==> src/design/bfr_pkg.sv <==
package bfr_pkg;

  localparam int DATA_W          = 8;
  localparam int LEN_W           = 7;
  localparam int CFG_IDX_W       = 2;
  localparam int FRAME_DEPTH_DEF = 64;

  localparam logic [DATA_W-1:0] ESC_FLIP       = 8'h20;
  localparam logic [DATA_W-1:0] START_BYTE_RST = 8'h7E;
  localparam logic [DATA_W-1:0] STOP_BYTE_RST  = 8'h7E;
  localparam logic [DATA_W-1:0] ESC_BYTE_RST   = 8'h7D;

  typedef enum logic [2:0] {
    ST_DATA      = 3'd0,
    ST_ESC_ERR   = 3'd1,
    ST_STOP_IDLE = 3'd2,
    ST_START_IN  = 3'd3,
    ST_OVERSIZE  = 3'd4
  } status_t;

  typedef enum logic [CFG_IDX_W-1:0] {
    CFG_START  = 2'd0,
    CFG_STOP   = 2'd1,
    CFG_ESCAPE = 2'd2
  } cfg_idx_t;

  typedef enum logic {
    EM_IDLE = 1'b0,
    EM_RUN  = 1'b1
  } em_state_t;

  // parser -> emitter
  typedef struct packed {
    logic             rpt_valid;
    status_t          rpt_code;
    logic             emit_start;
    logic [LEN_W-1:0] emit_len;
  } bfr_ctl_t;

  // emitter -> parser
  typedef struct packed {
    logic busy;
    logic rpt_take;
  } bfr_em_stat_t;

endpackage

==> src/design/bfr_in_if.sv <==
interface bfr_in_if import bfr_pkg::*; ();
  logic              valid;
  logic              ready;
  logic [DATA_W-1:0] rx_byte;

  modport source (output valid, output rx_byte, input ready);
  modport sink   (input valid, input rx_byte, output ready);
endinterface

==> src/design/bfr_out_if.sv <==
interface bfr_out_if import bfr_pkg::*; ();
  logic              valid;
  logic              ready;
  logic [DATA_W-1:0] frame_byte;
  logic [2:0]        status;
  logic              last;

  modport source (output valid, output frame_byte, output status, output last, input ready);
  modport sink   (input valid, input frame_byte, input status, input last, output ready);
endinterface

==> src/design/bfr_cfg_if.sv <==
interface bfr_cfg_if import bfr_pkg::*; ();
  logic                 valid;
  logic                 ready;
  logic [CFG_IDX_W-1:0] index;
  logic [DATA_W-1:0]    data;

  modport source (output valid, output index, output data, input ready);
  modport sink   (input valid, input index, input data, output ready);
endinterface

==> src/design/byte_stuffed_frame_receiver_top.sv <==
// Byte-stuffed frame receiver. Raw line bytes go in on in_bus; escapes are
// removed (the byte after the escape byte is XORed with 0x20) and a frame,
// start byte through stop byte, is held in an on-chip RAM of FRAME_DEPTH
// bytes. When the stop byte arrives the frame is read back out on out_bus,
// one beat per byte, with last set on the closing byte. Framing faults
// (escape error, stop while idle, start during frame, oversize) each give a
// single beat with frame_byte zero, the fault code in status and last set.
// Flow: a byte that neither ends a frame nor raises a fault leaves in_bus
// ready. A closing stop byte starts a read-out of n bytes through the RAM's
// single read port: a RAM read, then one beat per cycle while out_bus is
// ready; in_bus is held off until read-out ends. A fault report sits in a
// one-deep holding register and in_bus waits until it moves into the output
// register. No RAM clearing pass after reset; the block is ready at once.
// Configuration writes (index 0 start, 1 stop, 2 escape) are always ready
// and must be made while the block is idle.
module byte_stuffed_frame_receiver_top import bfr_pkg::*; #(
  parameter int FRAME_DEPTH = FRAME_DEPTH_DEF
) (
  input  logic       clk,
  input  logic       rst_n,
  bfr_in_if.sink     in_bus,
  bfr_out_if.source  out_bus,
  bfr_cfg_if.sink    cfg_bus
);

  localparam int AW = $clog2(FRAME_DEPTH);

  bfr_ctl_t          ctl;
  bfr_em_stat_t      em_stat;
  logic              wr_en, rd_en;
  logic [AW-1:0]     wr_addr, rd_addr;
  logic [DATA_W-1:0] wr_data, rd_data;

  bfr_parser #(.FRAME_DEPTH(FRAME_DEPTH)) u_parser (
    .clk     (clk),
    .rst_n   (rst_n),
    .in_bus  (in_bus),
    .cfg_bus (cfg_bus),
    .em_stat (em_stat),
    .ctl     (ctl),
    .wr_en   (wr_en),
    .wr_addr (wr_addr),
    .wr_data (wr_data)
  );

  bfr_ram #(.WIDTH(DATA_W), .DEPTH(FRAME_DEPTH)) u_ram (
    .clk     (clk),
    .wr_en   (wr_en),
    .wr_addr (wr_addr),
    .wr_data (wr_data),
    .rd_en   (rd_en),
    .rd_addr (rd_addr),
    .rd_data (rd_data)
  );

  bfr_emitter #(.FRAME_DEPTH(FRAME_DEPTH)) u_emitter (
    .clk     (clk),
    .rst_n   (rst_n),
    .ctl     (ctl),
    .em_stat (em_stat),
    .rd_en   (rd_en),
    .rd_addr (rd_addr),
    .rd_data (rd_data),
    .out_bus (out_bus)
  );

endmodule

==> src/design/bfr_ram.sv <==
module bfr_ram #(
  parameter int WIDTH = 8,
  parameter int DEPTH = 64
) (
  input  logic                     clk,
  input  logic                     wr_en,
  input  logic [$clog2(DEPTH)-1:0] wr_addr,
  input  logic [WIDTH-1:0]         wr_data,
  input  logic                     rd_en,
  input  logic [$clog2(DEPTH)-1:0] rd_addr,
  output logic [WIDTH-1:0]         rd_data
);

  logic [WIDTH-1:0] mem [DEPTH];

  always_ff @(posedge clk) begin
    if (wr_en) begin
      mem[wr_addr] <= wr_data;
    end
    if (rd_en) begin
      rd_data <= mem[rd_addr];
    end
  end

endmodule

==> src/design/bfr_parser.sv <==
module bfr_parser import bfr_pkg::*; #(
  parameter int FRAME_DEPTH = FRAME_DEPTH_DEF
) (
  input  logic                           clk,
  input  logic                           rst_n,
  bfr_in_if.sink                         in_bus,
  bfr_cfg_if.sink                        cfg_bus,
  input  bfr_em_stat_t                   em_stat,
  output bfr_ctl_t                       ctl,
  output logic                           wr_en,
  output logic [$clog2(FRAME_DEPTH)-1:0] wr_addr,
  output logic [DATA_W-1:0]              wr_data
);

  localparam int AW = $clog2(FRAME_DEPTH);
  localparam logic [LEN_W-1:0] DEPTH_LEN = LEN_W'(FRAME_DEPTH);

  logic [DATA_W-1:0] start_r, stop_r, esc_byte_r;
  logic [LEN_W-1:0]  fill_r, fill_nxt, fill_inc;
  logic              in_frame_r, in_frame_nxt;
  logic              esc_r, esc_nxt;
  logic              rpt_valid_r, rpt_valid_nxt;
  status_t           rpt_code_r, rpt_code_nxt;
  logic              accept;
  logic [DATA_W-1:0] b;
  logic              emit_start;
  logic              set_rpt;
  status_t           set_code;

  assign cfg_bus.ready = 1'b1;
  assign in_bus.ready  = !em_stat.busy && !rpt_valid_r;
  assign accept        = in_bus.valid && in_bus.ready;
  assign b             = in_bus.rx_byte;
  assign fill_inc      = fill_r + 1'b1;

  always_ff @(posedge clk) begin
    if (!rst_n) begin
      start_r    <= START_BYTE_RST;
      stop_r     <= STOP_BYTE_RST;
      esc_byte_r <= ESC_BYTE_RST;
    end else if (cfg_bus.valid) begin
      case (cfg_bus.index)
        CFG_START:  start_r    <= cfg_bus.data;
        CFG_STOP:   stop_r     <= cfg_bus.data;
        CFG_ESCAPE: esc_byte_r <= cfg_bus.data;
        default: ;
      endcase
    end
  end

  always_comb begin
    fill_nxt     = fill_r;
    in_frame_nxt = in_frame_r;
    esc_nxt      = esc_r;
    wr_en        = 1'b0;
    wr_addr      = fill_r[AW-1:0];
    wr_data      = b;
    emit_start   = 1'b0;
    set_rpt      = 1'b0;
    set_code     = ST_DATA;
    if (accept) begin
      if (esc_r) begin
        esc_nxt = 1'b0;
        if ((b & ESC_FLIP) != '0) begin
          fill_nxt     = '0;
          in_frame_nxt = 1'b0;
          set_rpt      = 1'b1;
          set_code     = ST_ESC_ERR;
        end else if (in_frame_r) begin
          wr_en    = 1'b1;
          wr_data  = b ^ ESC_FLIP;
          fill_nxt = fill_inc;
          if (fill_inc >= DEPTH_LEN) begin
            fill_nxt     = '0;
            in_frame_nxt = 1'b0;
            set_rpt      = 1'b1;
            set_code     = ST_OVERSIZE;
          end
        end
      end else if (b == esc_byte_r) begin
        esc_nxt = 1'b1;
      end else if (in_frame_r && b == stop_r) begin
        // closing byte goes in unchecked, then the whole frame is read out
        wr_en        = 1'b1;
        emit_start   = 1'b1;
        fill_nxt     = '0;
        in_frame_nxt = 1'b0;
      end else if (b == start_r) begin
        wr_en        = 1'b1;
        wr_addr      = '0;
        fill_nxt     = LEN_W'(1);
        in_frame_nxt = 1'b1;
        if (in_frame_r) begin
          set_rpt  = 1'b1;
          set_code = ST_START_IN;
        end
      end else if (b == stop_r) begin
        set_rpt  = 1'b1;
        set_code = ST_STOP_IDLE;
      end else if (in_frame_r) begin
        wr_en    = 1'b1;
        fill_nxt = fill_inc;
        if (fill_inc >= DEPTH_LEN) begin
          fill_nxt     = '0;
          in_frame_nxt = 1'b0;
          set_rpt      = 1'b1;
          set_code     = ST_OVERSIZE;
        end
      end
    end
  end

  always_comb begin
    rpt_valid_nxt = rpt_valid_r;
    rpt_code_nxt  = rpt_code_r;
    if (set_rpt) begin
      rpt_valid_nxt = 1'b1;
      rpt_code_nxt  = set_code;
    end else if (em_stat.rpt_take) begin
      rpt_valid_nxt = 1'b0;
    end
  end

  always_ff @(posedge clk) begin
    if (!rst_n) begin
      fill_r      <= '0;
      in_frame_r  <= 1'b0;
      esc_r       <= 1'b0;
      rpt_valid_r <= 1'b0;
    end else begin
      fill_r      <= fill_nxt;
      in_frame_r  <= in_frame_nxt;
      esc_r       <= esc_nxt;
      rpt_valid_r <= rpt_valid_nxt;
    end
  end

  always_ff @(posedge clk) begin
    rpt_code_r <= rpt_code_nxt;
  end

  assign ctl.rpt_valid  = rpt_valid_r;
  assign ctl.rpt_code   = rpt_code_r;
  assign ctl.emit_start = emit_start;
  assign ctl.emit_len   = fill_inc;

  a_fill_range: assert property (@(posedge clk) disable iff (!rst_n)
    in_frame_r |-> (fill_r != '0 && fill_r < DEPTH_LEN))
    else $error("fill count out of range in an open frame");

  a_idle_empty: assert property (@(posedge clk) disable iff (!rst_n)
    !in_frame_r |-> fill_r == '0)
    else $error("fill count nonzero while idle");

  a_one_result: assert property (@(posedge clk) disable iff (!rst_n)
    !(set_rpt && emit_start))
    else $error("byte raised both a report and a frame");

endmodule

==> src/design/bfr_emitter.sv <==
module bfr_emitter import bfr_pkg::*; #(
  parameter int FRAME_DEPTH = FRAME_DEPTH_DEF
) (
  input  logic                           clk,
  input  logic                           rst_n,
  input  bfr_ctl_t                       ctl,
  output bfr_em_stat_t                   em_stat,
  output logic                           rd_en,
  output logic [$clog2(FRAME_DEPTH)-1:0] rd_addr,
  input  logic [DATA_W-1:0]              rd_data,
  bfr_out_if.source                      out_bus
);

  localparam int AW = $clog2(FRAME_DEPTH);

  em_state_t         state_r, state_nxt;
  logic [LEN_W-1:0]  len_r, len_nxt;
  logic [LEN_W-1:0]  rd_idx_r, rd_idx_nxt;
  logic              pend_r, pend_nxt;
  logic              pend_last_r, pend_last_nxt;
  logic              out_valid_r, out_valid_nxt;
  logic [DATA_W-1:0] out_byte_r, out_byte_nxt;
  status_t           out_status_r, out_status_nxt;
  logic              out_last_r, out_last_nxt;
  logic              out_free, load_frame, load_rpt, issue;

  assign out_free   = !out_valid_r || out_bus.ready;
  assign load_frame = (state_r == EM_RUN) && pend_r && out_free;
  assign load_rpt   = (state_r == EM_IDLE) && ctl.rpt_valid && out_free;
  assign issue      = (state_r == EM_RUN) && (rd_idx_r < len_r) && (!pend_r || load_frame);

  always_comb begin
    state_nxt = state_r;
    case (state_r)
      EM_IDLE: if (ctl.emit_start) state_nxt = EM_RUN;
      EM_RUN:  if (rd_idx_r == len_r && (!pend_r || load_frame)) state_nxt = EM_IDLE;
      default: state_nxt = EM_IDLE;
    endcase
  end

  always_comb begin
    len_nxt       = len_r;
    rd_idx_nxt    = rd_idx_r;
    pend_nxt      = pend_r;
    pend_last_nxt = pend_last_r;
    rd_en         = issue;
    rd_addr       = rd_idx_r[AW-1:0];
    case (state_r)
      EM_IDLE: begin
        if (ctl.emit_start) begin
          len_nxt    = ctl.emit_len;
          rd_idx_nxt = '0;
          pend_nxt   = 1'b0;
        end
      end
      EM_RUN: begin
        if (issue) begin
          rd_idx_nxt    = rd_idx_r + 1'b1;
          pend_nxt      = 1'b1;
          pend_last_nxt = (LEN_W'(rd_idx_r + 1'b1) == len_r);
        end else if (load_frame) begin
          pend_nxt = 1'b0;
        end
      end
      default: ;
    endcase
  end

  always_comb begin
    out_valid_nxt  = out_valid_r && !out_bus.ready;
    out_byte_nxt   = out_byte_r;
    out_status_nxt = out_status_r;
    out_last_nxt   = out_last_r;
    if (load_frame) begin
      out_valid_nxt  = 1'b1;
      out_byte_nxt   = rd_data;
      out_status_nxt = ST_DATA;
      out_last_nxt   = pend_last_r;
    end else if (load_rpt) begin
      out_valid_nxt  = 1'b1;
      out_byte_nxt   = '0;
      out_status_nxt = ctl.rpt_code;
      out_last_nxt   = 1'b1;
    end
  end

  always_ff @(posedge clk) begin
    if (!rst_n) begin
      state_r     <= EM_IDLE;
      pend_r      <= 1'b0;
      out_valid_r <= 1'b0;
    end else begin
      state_r     <= state_nxt;
      pend_r      <= pend_nxt;
      out_valid_r <= out_valid_nxt;
    end
  end

  always_ff @(posedge clk) begin
    len_r        <= len_nxt;
    rd_idx_r     <= rd_idx_nxt;
    pend_last_r  <= pend_last_nxt;
    out_byte_r   <= out_byte_nxt;
    out_status_r <= out_status_nxt;
    out_last_r   <= out_last_nxt;
  end

  assign em_stat.busy     = (state_r != EM_IDLE);
  assign em_stat.rpt_take = load_rpt;

  assign out_bus.valid      = out_valid_r;
  assign out_bus.frame_byte = out_byte_r;
  assign out_bus.status     = out_status_r;
  assign out_bus.last       = out_last_r;

  a_idx_bound: assert property (@(posedge clk) disable iff (!rst_n)
    state_r == EM_RUN |-> rd_idx_r <= len_r)
    else $error("read index passed frame length");

  a_start_idle: assert property (@(posedge clk) disable iff (!rst_n)
    ctl.emit_start |-> state_r == EM_IDLE)
    else $error("frame start while a frame is still being read out");

  a_no_rpt_in_run: assert property (@(posedge clk) disable iff (!rst_n)
    state_r == EM_RUN |-> !ctl.rpt_valid)
    else $error("report pending during frame read-out");

  a_last_done: assert property (@(posedge clk) disable iff (!rst_n)
    load_frame && pend_last_r |=> state_r == EM_IDLE)
    else $error("read-out did not finish after the last byte");

endmodule

==> src/flat_wrapper.sv <==
// flat-port wrapper written by rule: the top's interface ports become plain ports
module byte_stuffed_frame_receiver_top_flat import bfr_pkg::*;
#(
  parameter int FRAME_DEPTH = FRAME_DEPTH_DEF
)
  (clk, rst_n, in_bus_valid, in_bus_rx_byte, in_bus_ready, out_bus_valid, out_bus_frame_byte, out_bus_status, out_bus_last, out_bus_ready, cfg_bus_valid, cfg_bus_index, cfg_bus_data, cfg_bus_ready);
  bfr_in_if in_bus_i ();
  bfr_out_if out_bus_i ();
  bfr_cfg_if cfg_bus_i ();
  input  logic clk;
  input  logic rst_n;
  input wire logic [$bits(in_bus_i.valid)-1:0] in_bus_valid;
  input wire logic [$bits(in_bus_i.rx_byte)-1:0] in_bus_rx_byte;
  output wire logic [$bits(in_bus_i.ready)-1:0] in_bus_ready;
  output wire logic [$bits(out_bus_i.valid)-1:0] out_bus_valid;
  output wire logic [$bits(out_bus_i.frame_byte)-1:0] out_bus_frame_byte;
  output wire logic [$bits(out_bus_i.status)-1:0] out_bus_status;
  output wire logic [$bits(out_bus_i.last)-1:0] out_bus_last;
  input wire logic [$bits(out_bus_i.ready)-1:0] out_bus_ready;
  input wire logic [$bits(cfg_bus_i.valid)-1:0] cfg_bus_valid;
  input wire logic [$bits(cfg_bus_i.index)-1:0] cfg_bus_index;
  input wire logic [$bits(cfg_bus_i.data)-1:0] cfg_bus_data;
  output wire logic [$bits(cfg_bus_i.ready)-1:0] cfg_bus_ready;
  assign in_bus_i.valid = in_bus_valid;
  assign in_bus_i.rx_byte = in_bus_rx_byte;
  assign in_bus_ready = in_bus_i.ready;
  assign out_bus_valid = out_bus_i.valid;
  assign out_bus_frame_byte = out_bus_i.frame_byte;
  assign out_bus_status = out_bus_i.status;
  assign out_bus_last = out_bus_i.last;
  assign out_bus_i.ready = out_bus_ready;
  assign cfg_bus_i.valid = cfg_bus_valid;
  assign cfg_bus_i.index = cfg_bus_index;
  assign cfg_bus_i.data = cfg_bus_data;
  assign cfg_bus_ready = cfg_bus_i.ready;
  byte_stuffed_frame_receiver_top #(.FRAME_DEPTH(FRAME_DEPTH)) u_core (.clk(clk), .rst_n(rst_n), .in_bus(in_bus_i), .out_bus(out_bus_i), .cfg_bus(cfg_bus_i));
endmodule
==> config.mk <==
export PLATFORM = sky130hd
export DESIGN_NAME = byte_stuffed_frame_receiver_top_flat
export DESIGN_NICKNAME = d
export VERILOG_FILES = /design/src/design/bfr_pkg.sv /design/src/design/bfr_in_if.sv /design/src/design/bfr_out_if.sv /design/src/design/bfr_cfg_if.sv /design/src/design/byte_stuffed_frame_receiver_top.sv /design/src/design/bfr_ram.sv /design/src/design/bfr_parser.sv /design/src/design/bfr_emitter.sv /design/src/flat_wrapper.sv
export SDC_FILE = /design/constraint.sdc
export NUM_CORES = 1
export LEC_CHECK = 0
export BUFFER_PORTS_ARGS = -buffer_cell sky130_fd_sc_hd__clkbuf_2
export CORE_ASPECT_RATIO = 0.7
export CORE_MARGIN = 2
export CORE_UTILIZATION = 45
export DETAILED_ROUTE_END_ITERATION = 16
export GPL_ROUTABILITY_DRIVEN = 0
export GPL_TIMING_DRIVEN = 0
export PLACE_DENSITY_LB_ADDON = 0.08
export REMOVE_ABC_BUFFERS = 1
export SYNTH_ARGS = -nofsm -noshare
export SYNTH_HDL_FRONTEND = slang
export SYNTH_SLANG_ARGS = --single-unit
==> constraint.sdc <==
create_clock -name clk -period 3.59 [get_ports clk]
set_input_delay 0.359 -clock clk [delete_from_list [all_inputs] [get_ports clk]]
set_output_delay 0.359 -clock clk [all_outputs]
set_load 0.05 [all_outputs]
==> metrics.csv, run 1 <==
stage,metric,value,unit
outcome,status,"complete, but fails checks",
outcome,failing checks,negative setup slack,
route,Routed Wire Length,53330,um
route,Antenna Violating Nets Remaining,0,
route,Initial DRC Count,1204,
yosys,simple-gate share of the synthesized area,5.444,%
critical_path,CP max FO,15,
job,max-cap violations,0,
floorplanning,Ports,38,
grt,Congestion Overflow GR,0,
floorplanning,Die Wd,277.3,um
route,TritonRoute pass-1 iters,5,
sta,Slew Limit Fails,0,
sta,max_slew headroom,37.04,%
clock_tree,H-tree lvl count,2,
critical_path,CP max stage cell,nor2_1,
sta,Tmin final,3683,ps
grt,first-pass GRT wire length,78410,um
route,vias,11522,
critical_path,startpoint types,register,
cells_and_area,fraction of layout cells with a size suffix above 1,29.44,%
cells_and_area,area of the multi-input gates,0.006080,sq mm
yosys,sequential share of the synthesized area,73.20,%
floorplanning,Initial Util,45.31,%
placed_design,Setup WS pre-CTS,-1069,ps
placed_design,Placed Instances,1893,
cells_and_area,Non-Filler Instances,2012,
floorplanning,Cell Rows,70,
yosys,area of the mapped netlist,0.02354,sq mm
yosys,mux cell area share after synthesis,15.52,%
yosys,Synth Flop Type,edfxtp_1,
floorplanning,Die Area,0.05417,sq mm
critical_path,CP peak stage delay,920,ps
cells_and_area,FF+latch area,0.01723,sq mm
yosys,Post-Synth Adder-Cell Area,0.4785,%
route,DR top layer,met4,
clock_tree,Worst-path clk slew,60,ps
grt,total global-route track usage,20.05,%
critical_path,crit-path most repeated cell,nor2_1,
clock_tree,cts bufs inserted,56,
min_path,Hold Path Class,in2reg,
sta,post-route clock skew,19.38,ps
floorplanning,core footprint,0.05194,sq mm
cells_and_area,Filler cells,4180,
yosys,xor/xnor share of the synthesized area,1.520,%
clock_tree,root buf cell,clkbuf_16,
clock_tree,clock buffer depth,3,
critical_path,"CP delay by family, top",simple AND/OR/NAND/NOR gates,
floorplanning,Die Ht,195.3,um
sta,Final Worst Setup Slack,-93.36,ps
yosys,Synth Area in Compound Gates,2.233,%
critical_path,crit end category,register,
yosys,"EDFF count, synth",547,
power_and_ir_drop,PwrDens,504.1,mW/mm^2
cells_and_area,synthesis-to-layout area growth,15.26,%
yosys,Syn Area/Cell,19.42,sq um
yosys,"FFs w/ async S/R, synth",0,%
route,WL met3,2677,um
route,DR WL/cell,26.51,um
clock_tree,CTS sink count,587,
route,vias per cell,5.727,
yosys,Synth Register Bits,587,
yosys,synthesized instance count,1212,
clock_tree,CTS tree,done,
placed_design,hpwl dp,33060,um
sta,Tightest Pin Transition,942.3,ps
sta,setup repair after global routing missed its margin,true,
grt,largest net degree at the start of global routing,68,
placed_design,port bufs,36,
sta,"Hold Vio Cnt, Final",0,
critical_path,worst path cell trace,or3b_2 -> nor2_1 -> o211ai_1 -> o21ai_2 -> nand3_1 -> nor2_1,
power_and_ir_drop,"IR drop worst, VDD",0.0003918,V
route,DRC Markers,0,
critical_path,Worst Path Buf+Inv,0,
sta,fmax,271.5,MHz
cells_and_area,Nets,1316,
grt,vias in the first global route,11302,
power_and_ir_drop,Pleak,8.388,nW
yosys,combinational family with the most area after synthesis,multiplexers,
yosys,Syn. warnings,0,
route,sum of routed wire segments on met1,25200,um
sta,Final period util,102.6,%
grt,initial antenna violation count,0,
sta,final setup violation count,26,
route,DR WL met2,24510,um
critical_path,CP required,3820,ps
critical_path,WS Path Type,reg2reg,
yosys,Unique masters post-synth,65,
cells_and_area,diode count,0,
clock_tree,Skew-Pair Late Insertion Delay,610,ps
critical_path,Critical Path AT,3910,ps
cells in the final DEF (no fill, tap or decap), types with 5 or more instances in the layout:
| cell type | Yosys | routed |
|---|---|---|
| edfxtp_1 | 547 | 547 |
| mux4_2 | 160 | 160 |
| nand2_1 | 69 | 69 |
| clkbuf_16 | 0 | 58 |
| nor2_2 | 10 | 54 |
| dfxtp_1 | 40 | 40 |
| nand3_1 | 37 | 36 |
| clkbuf_2 | 0 | 29 |
| nor2_1 | 73 | 27 |
| buf_16 | 0 | 25 |
| xnor2_1 | 22 | 22 |
| xor2_1 | 17 | 17 |
| a22oi_1 | 17 | 17 |
| a21oi_1 | 15 | 15 |
| inv_1 | 14 | 14 |
| nor2b_1 | 13 | 13 |
| and2_1 | 13 | 13 |
| clkbuf_1 | 34 | 13 |
| clkinv_2 | 0 | 11 |
| buf_4 | 4 | 11 |
| clkinv_1 | 1 | 10 |
| ha_1 | 9 | 9 |
| clkbuf_4 | 0 | 7 |
| nand4_1 | 6 | 6 |
| bufinv_16 | 0 | 6 |
| o21ai_0 | 5 | 5 |
| mux2i_1 | 5 | 5 |
cell type report:
| type | instances | area share (%) |
|---|---|---|
| tap | 684 | 3.155 |
| timing repair buffer | 80 | 3.976 |
| inverter | 15 | 0.2076 |
| sequential | 587 | 63.50 |
| multi-input combinational | 544 | 22.41 |
| clock buffer | 73 | 5.632 |
| clock inverter | 29 | 1.116 |
state kept, by name, summed over array words and instances, names as in the netlist, 7 cells and up:
name                                 flops
u_core.u_parser.fill_r                   7
u_core.u_ram.mem                       512
u_core.u_ram.rd_data                     8
u_core.u_parser.start_r                  8
u_core.u_emitter.out_bus.frame_byte      8
u_core.u_emitter.len_r                   7
u_core.u_parser.esc_byte_r               8
u_core.u_parser.stop_r                   8
u_core.u_emitter.rd_idx_r                7
routing by layer:
metal / global-route usage [%] / up-vias
li1: - / 5051
met1: 30.81 / 6109
met2: 30.23 / 290
met3: 3.482 / 72
met4: 4.328 / 0
met5: 0 / -
power breakdown:
part           switching (mW)  total, mW  leakage (nW)  internal, mW
logic                   0.195      0.254          2.26        0.0587
clock network            2.51       5.93         0.902          3.42
registers              0.0128       7.50          5.23          7.48
total                    2.71       13.7          8.39          11.0
worst min-delay path, cell delays in order:
cell	delay, ps
clkbuf_2	110
nand2_1	50
nand3_1	70
through the flow:
stage | TNS (ps) | utilization [%] | area [sq um] | hold WS, ps | total power, mW
2_1_floorplan | -93530 | - | 23220 | 430.8 | 7.737
3_3_place_gp | -833130 | 46.70 | 24250 | 455.4 | 7.890
3_5_place_dp | -294230 | 48.13 | 25000 | 463.9 | 7.898
4_1_cts | -3957 | 51.84 | 26930 | 1.530 | 13.82
5_1_grt | -7045 | 52.23 | 27130 | 27.65 | 14.13
6_report | -1835 | 52.23 | 27130 | 29.65 | 13.68
cells by family (layout without fill, tap and decap cells):
family	Yosys count	after routing
AOI/OAI and AO/OA	71	71
xor gates and xnor gates	40	40
adders and majority gates	9	9
buffers and inverters	81	197
DFF	587	587
muxes	165	165
other	1	1
and+or+nand+nor	258	258
timing repair:
item | in CTS | in global routing
endpoints found under the setup margin | 184 | 292
endpoints found under the hold margin | 9 | 0
buffers inserted | 1 | 12
resized for setup | 16 | 33
pin swaps | 1 | 1
hold buffers | 4 | 0
cells in the mapped netlist, types with 9 or more instances:
cell type / number / area share, %
buf_1: 9 / 0.14
nor2_1: 73 / 1.2
xnor2_1: 22 / 0.82
and2_1: 13 / 0.35
clkbuf_1: 34 / 0.54
nor2_2: 10 / 0.27
nand3_1: 37 / 0.79
dfxtp_1: 40 / 3.4
a21oi_1: 15 / 0.32
nor2b_1: 13 / 0.35
mux4_2: 160 / 15
ha_1: 9 / 0.48
a22oi_1: 17 / 0.54
nand2_1: 69 / 1.1
buf_2: 14 / 0.30
xor2_1: 17 / 0.63
inv_1: 14 / 0.22
edfxtp_1: 547 / 70
path summary, 6_finish.rpt:
check	depth (start not counted)	startpoint	slack, ps	end
worst max-delay path	6	u_core.u_emitter.state_r$_SDFF_PN0_	-90	u_core.u_ram.mem[52][1]$_DFFE_PP_
worst min-delay path	3	cfg_bus_data[2]	30	u_core.u_parser.start_r[2]$_SDFFE_PN1P_
worst max register to register	6	u_core.u_emitter.state_r$_SDFF_PN0_	-90	u_core.u_ram.mem[52][1]$_DFFE_PP_
worst min register to register	2	u_core.u_parser.esc_byte_r[7]$_SDFFE_PN0P_	470	u_core.u_parser.esc_byte_r[7]$_SDFFE_PN0P_
(Power assumes the default switching activity.)
==> inputs of run 2 (changes only) <==
--- a/config.mk
+++ b/config.mk
@@ -11,7 +11,6 @@
 export CORE_UTILIZATION = 45
 export DETAILED_ROUTE_END_ITERATION = 16
 export GPL_ROUTABILITY_DRIVEN = 0
-export GPL_TIMING_DRIVEN = 0
 export PLACE_DENSITY_LB_ADDON = 0.08
 export REMOVE_ABC_BUFFERS = 1
 export SYNTH_ARGS = -nofsm -noshare
==> constraint.sdc (replaced) <==
create_clock -name clk -period 4.7 [get_ports clk]
set_input_delay 0.47 -clock clk [delete_from_list [all_inputs] [get_ports clk]]
set_output_delay 0.47 -clock clk [all_outputs]
set_load 0.05 [all_outputs]
==> run 2 against run 1 <==
Largest cell class unchanged. Global-route usage increased by 1.1 points. Clock skew increased by 1.4 ps. Sequential share of layout area rose by 1.9 points. The flow now finishes without violations. Core utilization shrank 1.5 points. Critical path type unchanged. First-iteration DRC count grew 0.17%. Die area unchanged. Final area down 2.9%.
==> metrics.csv, run 2 (synthesis gave the netlist of run 1 again) <==
stage,metric,value,unit
sta,max_slew headroom,28.89,%
route,Initial DRC Count,1206,
sta,setup repair after global routing missed its margin,false,
floorplanning,Initial Util,45.31,%
sta,Tmin final,3750,ps
cells_and_area,max reg flops,512,
critical_path,Reg2Reg Setup Slack,950,ps
clock_tree,root buf cell,clkbuf_16,
route,DRC Markers,0,
grt,initial antenna violation count,3,
floorplanning,Die Ht,195.3,um
clock_tree,CTS sink count,587,
clock_tree,post-cts resize count,0,
critical_path,crit-path most repeated cell,nor2_1,
floorplanning,core footprint,0.05194,sq mm
placed_design,port bufs,36,
cells_and_area,design area,0.02635,sq mm
critical_path,terminus of the critical flop-to-flop path,u_core.u_ram.mem[10][6]$_DFFE_PP_,
sta,Slew Limit Fails,0,
critical_path,Worst Path Buf+Inv,0,
critical_path,CP peak stage delay,910,ps
clock_tree,CTS Hold Bufs,0,
clock_tree,Skew-Pair Late Insertion Delay,600,ps
critical_path,Reg2Reg Launch Point,u_core.u_emitter.state_r$_SDFF_PN0_,
grt,largest net degree at the start of global routing,65,
sta,"Hold Vio Cnt, Final",0,
placed_design,hpwl dp,34890,um
grt,vias in the first global route,11538,
cells_and_area,Final Core Density,50.74,%
power_and_ir_drop,Reg power frac,55.3,%
grt,total global-route track usage,21.17,%
clock_tree,post-CTS setup buffer count,0,
critical_path,worst path cell trace,or3b_2 -> nor2_1 -> o211ai_1 -> o21ai_2 -> nand3b_1 -> nor2_1,
power_and_ir_drop,Power Internal,8.303,mW
clock_tree,H-tree lvl count,2,
power_and_ir_drop,"IR drop worst, VDD",0.0003017,V
cells_and_area,"commonest non-fill, non-tap cell in the layout",edfxtp_1,
cells_and_area,fraction of layout cells with a size suffix above 1,25.53,%
sta,post-route clock skew,20.77,ps
power_and_ir_drop,Tot Pwr,10.35,mW
critical_path,R2R depth,6,
critical_path,Critical Path Stages,6,
critical_path,crit end category,register,
critical_path,startpoint types,register,
min_path,Hold Path Class,in2reg,
route,DR WL/cell,27.92,um
floorplanning,Die Area,0.05417,sq mm
sta,Final period util,79.79,%
cells_and_area,"commonest non-fill, non-tap cells in the layout","edfxtp_1 (547), mux4_2 (160), nor2_1 (73)",
route,Antenna Violating Nets Remaining,0,
clock_tree,cts bufs inserted,55,
route,TritonRoute pass-1 iters,4,
cells_and_area,Nets,1307,
sta,Tightest Pin Transition,1063,ps
sta,final setup violation count,0,
floorplanning,Ports,38,
floorplanning,Cell Rows,70,
outcome,status,finished clean,
cells_and_area,Top reg by flops,u_core.u_ram.mem,
route,vias,11503,
sta,fmax,266.7,MHz
route,Routed Wire Length,55980,um
critical_path,launch point of the worst path,u_core.u_emitter.state_r$_SDFF_PN0_,
critical_path,Critical Path AT,3970,ps
route,vias per cell,5.737,
critical_path,WS Path Type,reg2reg,
clock_tree,Worst-path clk slew,60,ps
grt,first-pass GRT wire length,82470,um
critical_path,"CP delay by family, top",simple AND/OR/NAND/NOR gates,
critical_path,CP required,4920,ps
grt,Congestion Overflow GR,0,
placed_design,placed cell areas,0.02457,sq mm
power_and_ir_drop,Clock power frac,42.8,%
critical_path,CP max FO,15,
clock_tree,clock buffer depth,3,
power_and_ir_drop,Pleak,8.174,nW
critical_path,critical path capture point,u_core.u_ram.mem[10][6]$_DFFE_PP_,
power_and_ir_drop,Sw Ratio,19.78,%
critical_path,CP max stage cell,nor2_1,
job,max-cap violations,0,
cells_and_area,synthesis-to-layout area growth,11.97,%
power_and_ir_drop,PwrDens,392.8,mW/mm^2
power_and_ir_drop,Comb pwr share,1.9,%
power_and_ir_drop,switching pwr,2.047,mW
floorplanning,Die Wd,277.3,um
clock_tree,CTS tree,done,
==> run 2: power by group through the flow <==
stage	clock network [mW]	registers, mW	logic [mW]
floorplan	0	5.85	0.0578
global placement	0	5.84	0.201
detailed placement	0	5.84	0.205
CTS	4.51	5.72	0.204
global route	4.73	5.72	0.220
finish	4.43	5.72	0.199
==> run 2: through the flow <==
stage | TNS (ps) | setup WS [ps] | hold slack, ps | instances
2_1_floorplan | -55790 | -2018 | 448.1 | 1146
6_report | 0 | 949.8 | 115.7 | 2005
4_1_cts | 0 | 960.5 | 92.03 | 2004
3_5_place_dp | 0 | 870.9 | 461.3 | 1902
5_1_grt | 0 | 664.0 | 117.8 | 2004
3_3_place_gp | 0 | 1030 | 461.7 | 1902
==> run 2: final cells by class <==
cell class,instances,area [sq um]
multi-input cells,544,5934
clock buffers,77,1539
well taps,684,855.8
diodes,1,2.502
fillers,4166,25590
flip-flops and latches,587,17230
inverters,15,56.30
repair buffers,72,500.5
clock inverters,25,236.5
==> run 2: worst min path at each step <==
stage	startpoint	cells past startpoint	end	slack, ps
after floorplan	u_core.u_parser.stop_r[0]$_SDFFE_PN0P_	2	u_core.u_parser.stop_r[0]$_SDFFE_PN0P_	450
after global placement	u_core.u_parser.stop_r[7]$_SDFFE_PN0P_	2	u_core.u_parser.stop_r[7]$_SDFFE_PN0P_	460
after detailed placement	u_core.u_parser.stop_r[7]$_SDFFE_PN0P_	2	u_core.u_parser.stop_r[7]$_SDFFE_PN0P_	460
after CTS	cfg_bus_data[5]	3	u_core.u_parser.esc_byte_r[5]$_SDFFE_PN1P_	90
after global routing	cfg_bus_data[2]	3	u_core.u_parser.esc_byte_r[2]$_SDFFE_PN1P_	120
final	cfg_bus_data[5]	3	u_core.u_parser.esc_byte_r[5]$_SDFFE_PN1P_	120
==> run 2: layer usage <==
metal	vias up	GRT usage, %	share of wire [%]
met2	388	30.69	44
met1	6018	33.32	48
li1	5033	-	-
met5	-	0	0.023
met4	2	4.549	1.7
met3	62	4.140	6.7
==> run 2: worst reg2reg max path: cells and delay by family (launching register included) <==
family	cells	cell delay, ps
AND/OR/NAND/NOR	4	2500
flip-flops	1	440
AO/OA/AOI/OAI	2	450
